===== config.mk =====
export PLATFORM = sky130hd
export DESIGN_NAME = blca_engine_flat
export DESIGN_NICKNAME = d
export VERILOG_FILES = /design/src/sv/blca_pkg.sv /design/src/sv/blca_if.sv /design/src/sv/blca_engine.sv /design/src/flat_wrapper.sv
export SDC_FILE = /design/constraint.sdc
export NUM_CORES = 1
export LEC_CHECK = 0
export ABC_AREA = 1
export BUFFER_PORTS_ARGS = -buffer_cell sky130_fd_sc_hd__buf_2
export CELL_PAD_IN_SITES_DETAIL_PLACEMENT = 1
export CELL_PAD_IN_SITES_GLOBAL_PLACEMENT = 1
export CORE_UTILIZATION = 43
export CTS_BUF_LIST = sky130_fd_sc_hd__clkbuf_4 sky130_fd_sc_hd__clkbuf_8
export DETAILED_ROUTE_END_ITERATION = 10
export PLACE_DENSITY = 0.93
export SLEW_MARGIN = 20
export SYNTH_ARGS = -nofsm -noshare
export SYNTH_HDL_FRONTEND = slang
export SYNTH_SLANG_ARGS = --single-unit

===== constraint.sdc =====
create_clock -name clk -period 3.3 [get_ports clk]
set_input_delay 0.33 -clock clk [delete_from_list [all_inputs] [get_ports clk]]
set_output_delay 0.33 -clock clk [all_outputs]
set_load 0.01 [all_outputs]

===== src/sv/blca_pkg.sv =====
// ---------------------------------------------------------------------------
// blca_pkg: shared types and constants for the LCA query unit
// Table geometry, request action codes and the structs between blocks.
// ---------------------------------------------------------------------------
package blca_pkg;

    // Field widths
    localparam int NODE_W   = 10;
    localparam int DEPTH_W  = 10;
    localparam int ACTION_W = 2;
    localparam int STEP_W   = 4;

    // Tree geometry
    localparam int NODE_COUNT  = 1 << NODE_W;
    localparam int JUMP_LEVELS = 10;
    localparam int LEVEL_W     = (JUMP_LEVELS > 1) ? $clog2(JUMP_LEVELS) : 1;

    // Ancestor table is addressed as {node, level}
    localparam int ANC_AW    = NODE_W + LEVEL_W;
    localparam int ANC_DEPTH = 1 << ANC_AW;

    localparam logic [STEP_W:0]    STEP_LIMIT = (STEP_W + 1)'(JUMP_LEVELS);
    localparam logic [LEVEL_W-1:0] LEVEL_TOP  = LEVEL_W'(JUMP_LEVELS - 1);

    // Action codes
    localparam logic [ACTION_W-1:0] ACT_ANC_WR = 2'd0;
    localparam logic [ACTION_W-1:0] ACT_DEP_WR = 2'd1;
    localparam logic [ACTION_W-1:0] ACT_QUERY  = 2'd2;

    typedef struct packed {
        logic              we;
        logic [ANC_AW-1:0] addr;
        logic [NODE_W-1:0] wdata;
    } anc_cmd_t;

    typedef struct packed {
        logic               we;
        logic [NODE_W-1:0]  addr;
        logic [DEPTH_W-1:0] wdata;
    } dep_cmd_t;

    typedef struct packed {
        logic              valid;
        logic [NODE_W-1:0] common_ancestor;
        logic              depth_consistent;
    } res_t;

endpackage


===== src/sv/blca_if.sv =====
// ---------------------------------------------------------------------------
// blca_if: request and response channels
// Valid/ready channels; a transfer happens when valid and ready are high.
// ---------------------------------------------------------------------------
interface blca_req_if
    import blca_pkg::*;
();
    logic                valid;
    logic                ready;
    logic [ACTION_W-1:0] action;
    logic [NODE_W-1:0]   node_a;
    logic [NODE_W-1:0]   node_b;
    logic [STEP_W-1:0]   step;
    logic [NODE_W-1:0]   entry_value;

    modport source (output valid, action, node_a, node_b, step, entry_value,
                    input ready);
    modport sink   (input valid, action, node_a, node_b, step, entry_value,
                    output ready);
endinterface



===== src/sv/blca_engine.sv =====
// ---------------------------------------------------------------------------
// blca_engine: query sequencer
// Runs table loads and walks both lifting loops over the two table ports.
// ---------------------------------------------------------------------------
module blca_engine
    import blca_pkg::*;
(
    input  logic               clk,
    input  logic               rst_n,
    blca_req_if.sink           req,
    output anc_cmd_t           anc_cmd,
    input  logic [NODE_W-1:0]  anc_rdata,
    output dep_cmd_t           dep_cmd,
    input  logic [DEPTH_W-1:0] dep_rdata,
    output res_t               res,
    input  logic               res_take
);

    typedef enum logic [3:0] {
        S_IDLE,
        S_RD_DB,
        S_ORDER,
        S_L1_ANC,
        S_L1_DEP,
        S_L1_CMP,
        S_CHECK,
        S_L2_SH,
        S_L2_DP,
        S_L2_CMP,
        S_FIN_RD,
        S_FIN,
        S_DONE
    } state_t;

    state_t             state_reg, state_next;
    logic [LEVEL_W-1:0] k_reg, k_next;
    logic [NODE_W-1:0]  shallow_reg, shallow_next;
    logic [NODE_W-1:0]  deep_reg, deep_next;
    logic [DEPTH_W-1:0] dshal_reg, dshal_next;
    logic [DEPTH_W-1:0] ddeep_reg, ddeep_next;
    logic [DEPTH_W-1:0] da_reg, da_next;
    logic [NODE_W-1:0]  tmp_reg, tmp_next;      // lifted node or shallow-side ancestor
    logic [NODE_W-1:0]  answer_reg, answer_next;
    logic               cons_reg, cons_next;

    assign req.ready = (state_reg == S_IDLE);

    assign res.valid            = (state_reg == S_DONE);
    assign res.common_ancestor  = answer_reg;
    assign res.depth_consistent = cons_reg;

    always_comb
    begin
        state_next   = state_reg;
        k_next       = k_reg;
        shallow_next = shallow_reg;
        deep_next    = deep_reg;
        dshal_next   = dshal_reg;
        ddeep_next   = ddeep_reg;
        da_next      = da_reg;
        tmp_next     = tmp_reg;
        answer_next  = answer_reg;
        cons_next    = cons_reg;
        anc_cmd      = '0;
        dep_cmd      = '0;

        unique case (state_reg)
            S_IDLE:
            begin
                if (req.valid)
                begin
                    unique case (req.action)
                        ACT_ANC_WR:
                        begin
                            if ({1'b0, req.step} < STEP_LIMIT)
                            begin
                                anc_cmd.we    = 1'b1;
                                anc_cmd.addr  = {req.node_a, req.step[LEVEL_W-1:0]};
                                anc_cmd.wdata = req.entry_value;
                            end
                        end
                        ACT_DEP_WR:
                        begin
                            dep_cmd.we    = 1'b1;
                            dep_cmd.addr  = req.node_a;
                            dep_cmd.wdata = req.entry_value;
                        end
                        ACT_QUERY:
                        begin
                            dep_cmd.addr = req.node_a;
                            shallow_next = req.node_a;
                            deep_next    = req.node_b;
                            state_next   = S_RD_DB;
                        end
                        default:
                        begin
                        end
                    endcase
                end
            end
            S_RD_DB:
            begin
                da_next      = dep_rdata;
                dep_cmd.addr = deep_reg;
                state_next   = S_ORDER;
            end
            S_ORDER:
            begin
                // node_a deeper: swap roles
                if (da_reg > dep_rdata)
                begin
                    shallow_next = deep_reg;
                    deep_next    = shallow_reg;
                    dshal_next   = dep_rdata;
                    ddeep_next   = da_reg;
                end
                else
                begin
                    dshal_next = da_reg;
                    ddeep_next = dep_rdata;
                end
                k_next     = LEVEL_TOP;
                state_next = S_L1_ANC;
            end
            S_L1_ANC:
            begin
                anc_cmd.addr = {deep_reg, k_reg};
                state_next   = S_L1_DEP;
            end
            S_L1_DEP:
            begin
                tmp_next     = anc_rdata;
                dep_cmd.addr = anc_rdata;
                state_next   = S_L1_CMP;
            end
            S_L1_CMP:
            begin
                if (dep_rdata >= dshal_reg)
                begin
                    deep_next  = tmp_reg;
                    ddeep_next = dep_rdata;
                end
                if (k_reg == '0)
                begin
                    state_next = S_CHECK;
                end
                else
                begin
                    k_next     = k_reg - 1'b1;
                    state_next = S_L1_ANC;
                end
            end
            S_CHECK:
            begin
                cons_next = (ddeep_reg == dshal_reg);
                if (shallow_reg == deep_reg)
                begin
                    answer_next = shallow_reg;
                    state_next  = S_DONE;
                end
                else
                begin
                    k_next     = LEVEL_TOP;
                    state_next = S_L2_SH;
                end
            end
            S_L2_SH:
            begin
                anc_cmd.addr = {shallow_reg, k_reg};
                state_next   = S_L2_DP;
            end
            S_L2_DP:
            begin
                tmp_next     = anc_rdata;
                anc_cmd.addr = {deep_reg, k_reg};
                state_next   = S_L2_CMP;
            end
            S_L2_CMP:
            begin
                if (tmp_reg != anc_rdata)
                begin
                    shallow_next = tmp_reg;
                    deep_next    = anc_rdata;
                end
                if (k_reg == '0)
                begin
                    state_next = S_FIN_RD;
                end
                else
                begin
                    k_next     = k_reg - 1'b1;
                    state_next = S_L2_SH;
                end
            end
            S_FIN_RD:
            begin
                anc_cmd.addr = {shallow_reg, {LEVEL_W{1'b0}}};
                state_next   = S_FIN;
            end
            S_FIN:
            begin
                answer_next = anc_rdata;
                state_next  = S_DONE;
            end
            S_DONE:
            begin
                if (res_take)
                begin
                    state_next = S_IDLE;
                end
            end
            default:
            begin
                state_next = S_IDLE;
            end
        endcase
    end

    always_ff @(posedge clk or negedge rst_n)
    begin
        if (!rst_n)
        begin
            state_reg   <= S_IDLE;
            k_reg       <= '0;
            shallow_reg <= '0;
            deep_reg    <= '0;
            dshal_reg   <= '0;
            ddeep_reg   <= '0;
            da_reg      <= '0;
            tmp_reg     <= '0;
            answer_reg  <= '0;
            cons_reg    <= 1'b0;
        end
        else
        begin
            state_reg   <= state_next;
            k_reg       <= k_next;
            shallow_reg <= shallow_next;
            deep_reg    <= deep_next;
            dshal_reg   <= dshal_next;
            ddeep_reg   <= ddeep_next;
            da_reg      <= da_next;
            tmp_reg     <= tmp_next;
            answer_reg  <= answer_next;
            cons_reg    <= cons_next;
        end
    end

endmodule


===== src/flat_wrapper.sv =====
// flat-port wrapper written by rule: the top's interface ports become plain ports
module blca_engine_flat import blca_pkg::*;
  (clk, rst_n, anc_cmd, anc_rdata, dep_cmd, dep_rdata, res, res_take, req_valid, req_action, req_node_a, req_node_b, req_step, req_entry_value, req_ready);
  blca_req_if req_i ();
  input  logic clk;
  input  logic rst_n;
  output anc_cmd_t anc_cmd;
  input  logic [NODE_W-1:0] anc_rdata;
  output dep_cmd_t dep_cmd;
  input  logic [DEPTH_W-1:0] dep_rdata;
  output res_t res;
  input  logic res_take;
  input wire logic [$bits(req_i.valid)-1:0] req_valid;
  input wire logic [$bits(req_i.action)-1:0] req_action;
  input wire logic [$bits(req_i.node_a)-1:0] req_node_a;
  input wire logic [$bits(req_i.node_b)-1:0] req_node_b;
  input wire logic [$bits(req_i.step)-1:0] req_step;
  input wire logic [$bits(req_i.entry_value)-1:0] req_entry_value;
  output wire logic [$bits(req_i.ready)-1:0] req_ready;
  assign req_i.valid = req_valid;
  assign req_i.action = req_action;
  assign req_i.node_a = req_node_a;
  assign req_i.node_b = req_node_b;
  assign req_i.step = req_step;
  assign req_i.entry_value = req_entry_value;
  assign req_ready = req_i.ready;
  blca_engine u_core (.clk(clk), .rst_n(rst_n), .req(req_i), .anc_cmd(anc_cmd), .anc_rdata(anc_rdata), .dep_cmd(dep_cmd), .dep_rdata(dep_rdata), .res(res), .res_take(res_take));
endmodule

==> results.md <==
* Seq cells post-synth at 79
* Min Clock Period, post-route at about 2.8 ns
* DR WL/cell at between 15 and 20 um
* First-pass DRT Iterations at 7
* Final HPWL DP at 14,600 um
* Worst Setup Start Kind: flop
* R2r worst-path depth at 11
* Failing checks: hold timing
* Worst r2r src: u_core.dshal_reg[7]
* FF+latch area at about 2000 sq um
* Global-route wire length before repair at 31,900 um
* Worst-margin pin slew at roughly 0.95 ns
* Setup tns final at 0 ns
* Die area at between 10,000 and 15,000 sq um
* Vias in the first global route at 6,174
* CORE AREA at approximately 13,000 sq um
* Mean Syn Cell Area at 6.62 sq um
* Post-Syn Area at around 5600 sq um
* Area growth from synthesis to layout at 17.5%
* Clock sink count at 79
* Ports at 119
* GR met2 Demand/Resource at 50.3%
* R2r setup slk at about 0.8 ns
* Top-area cell type share of the netlist area at approximately 35%
* Multi-input gate area at about 3000 sq um
* Post-synth EDFFs at 0
* Placed cells at 1,111
* Post-synthesis cell count at approximately 840
* Met3 Use GR at under 10%
* Prevailing post-synth register cell: dfrtp_1
* Tcrit/Tclk final at between 80% and 90%
* Die height at between 100 and 150 um
* Unrepaired setup endpoints after global routing: no
* Power Density at 956 nW/um^2
* Async SR Flop Fraction at 100%
* Drt initial violations at 351
* Number of synthesis warnings at 0
* Site row count at between 40 and 50
* Status: finished, violations left
* Routability cong. at slightly above 0.9
* CTS clk-pin slew, worst paths at about 0.080 ns
* Port Buffer Count at between 100 and 150
* Setup violations, final at 0
* Skew final at ~0.011 ns
* Post-synthesis sequential area ratio at ~35%
* DRC viols at 0
* Starting Density at approximately 44%
* Initial antenna violation count at 0
* Max_cap viols at 0
* TritonCTS Buffers at 9
* Routed WL at 20,100 um
* Chip width at roughly 120 um
* Vias per cell at 5.56
* Yosys cell types at 30
* Synth area leaders: dfrtp_1, nand2_1, inv_1, ha_1, nand4_1
* Fill cells at 1,764
* CTS resizes at 0
* Final std cells w/o fill at around 1,100
* Congestion Overflow GR at 0
* Hold/Removal Path Class: in2async
* Setup crit end kind: primary output
* Maximum VDD drop at about 0.0004 V
* Global routing's busiest layer: met2
* Via count at roughly 6,300
* Most frequent cells in the layout: nand2_1, buf_2, inv_1
* Root buf cell: clkbuf_8
* Final Hold Viols at 3
* WS Path Type: reg2out
* Maximum clock frequency at 352 MHz
* Fin nets at 1,034
* Max-slew violations at 0
* Largest net degree at the start of global routing at 80
* Postcts setup bufs at 0
* Final ANT Viol Nets at 0
* Worst path required time at 2.97 ns
* Worst skew pair latency at between 0.3 and 0.4 ns
* Commonest non-fill, non-tap cell in the layout: nand2_1
* Overall routing resource usage at between 30% and 40%
* Met1 Usage GRT at between 40% and 50%
* Leakage power at roughly 3.7 nW
* Reg2reg end: u_core.deep_reg[0]
* Area leader, netlist: dfrtp_1
* CP Max Fanout at 13
* Antenna diodes at 0
* Layout cell share with drive strength beyond 1 at 16.6%
* Relative slew slack at 36.3%
* CTS Hold Bufs at 0
* WP data arrival at ~2.5 ns
* Net Count, Synth at around 930
* Final hold slack at -0.0110 ns
* CTS tree: yes
* Longest Clk Path Bufs at 2
* Depth of the CTS H-tree at 3
where the power goes:
| part | internal (mW) | leakage [nW] | switching [mW] | total (mW) |
|---|---|---|---|---|
| Combinational | 1.14 | 2.61 | 2.36 | 3.50 |
| Sequential | 1.45 | 0.968 | 0.456 | 1.90 |
| Clock | 0.483 | 0.118 | 0.381 | 0.865 |
| Total | 3.07 | 3.70 | 3.20 | 6.27 |
cells in the mapped netlist, drive strengths merged (9+ instances only):
master,instances
nand2,336
inv,116
dfrtp,79
nor2,55
o21ai,46
nand3,37
nand4,37
ha,24
o221ai,20
a21oi,18
clkbuf,18
buf,15
o211ai,9
xor2,9
layer usage:
metal | up-vias | part of all wire [%]
li1 | 2917 | -
met1 | 3026 | 43
met2 | 264 | 47
met4 | 0 | 2.8
met5 | - | 0
met3 | 50 | 7.7
logic make-up after synthesis:
logic type | after synthesis | share of synthesized area (%)
simple gates | 472 | 34.9
buf+inv | 150 | 10.5
compound gates | 101 | 11.1
flops | 79 | 35.4
fa+ha+maj | 24 | 5.38
xor+xnor | 17 | 2.67
worst max path at each step:
stage / depth (start not counted) / to / from
after floorplan: 10 / u_core.shallow_reg[0] / u_core.da_reg[9]
after global placement: 11 / u_core.deep_reg[4] / dep_rdata[9]
after detailed placement: 11 / u_core.deep_reg[9] / dep_rdata[9]
after CTS: 8 / anc_cmd[22] / u_core.state_reg[3]
after global routing: 8 / anc_cmd[14] / u_core.state_reg[3]
final: 8 / anc_cmd[14] / u_core.state_reg[2]
critical path, stage by stage, from the launching register on:
cell and delay, ns:
dfrtp_1 0.43, nor2_1 0.36, nand2_1 0.17, nor2_1 0.17, nand2_1 0.27, inv_2 0.34, nand2_1 0.09, o211ai_1 0.12
buf_2 0.18
per-stage QoR:
step | area [sq um] | util (%) | power (mW) | worst slack, ns
floorplan | 5580 | - | 4.10 | 1.64
global placement | 6330 | 50.1 | 5.12 | 0.898
detailed placement | 6330 | 50.1 | 5.31 | 0.807
CTS | 6560 | 52.0 | 6.23 | 0.499
global route | 6560 | 52.0 | 6.78 | 0.356
finish | 6560 | 52.0 | 6.27 | 0.459
cell type report:
cell class              count  area share (%)
multi-input cells         614            46.0
clock inverters             3           0.992
well taps                 172            3.28
flip-flops and latches     79            30.1
inverters                 117            6.69
repair buffers            129            10.4
clock buffers              12            2.52
Power figures use the tool's default switching activity.
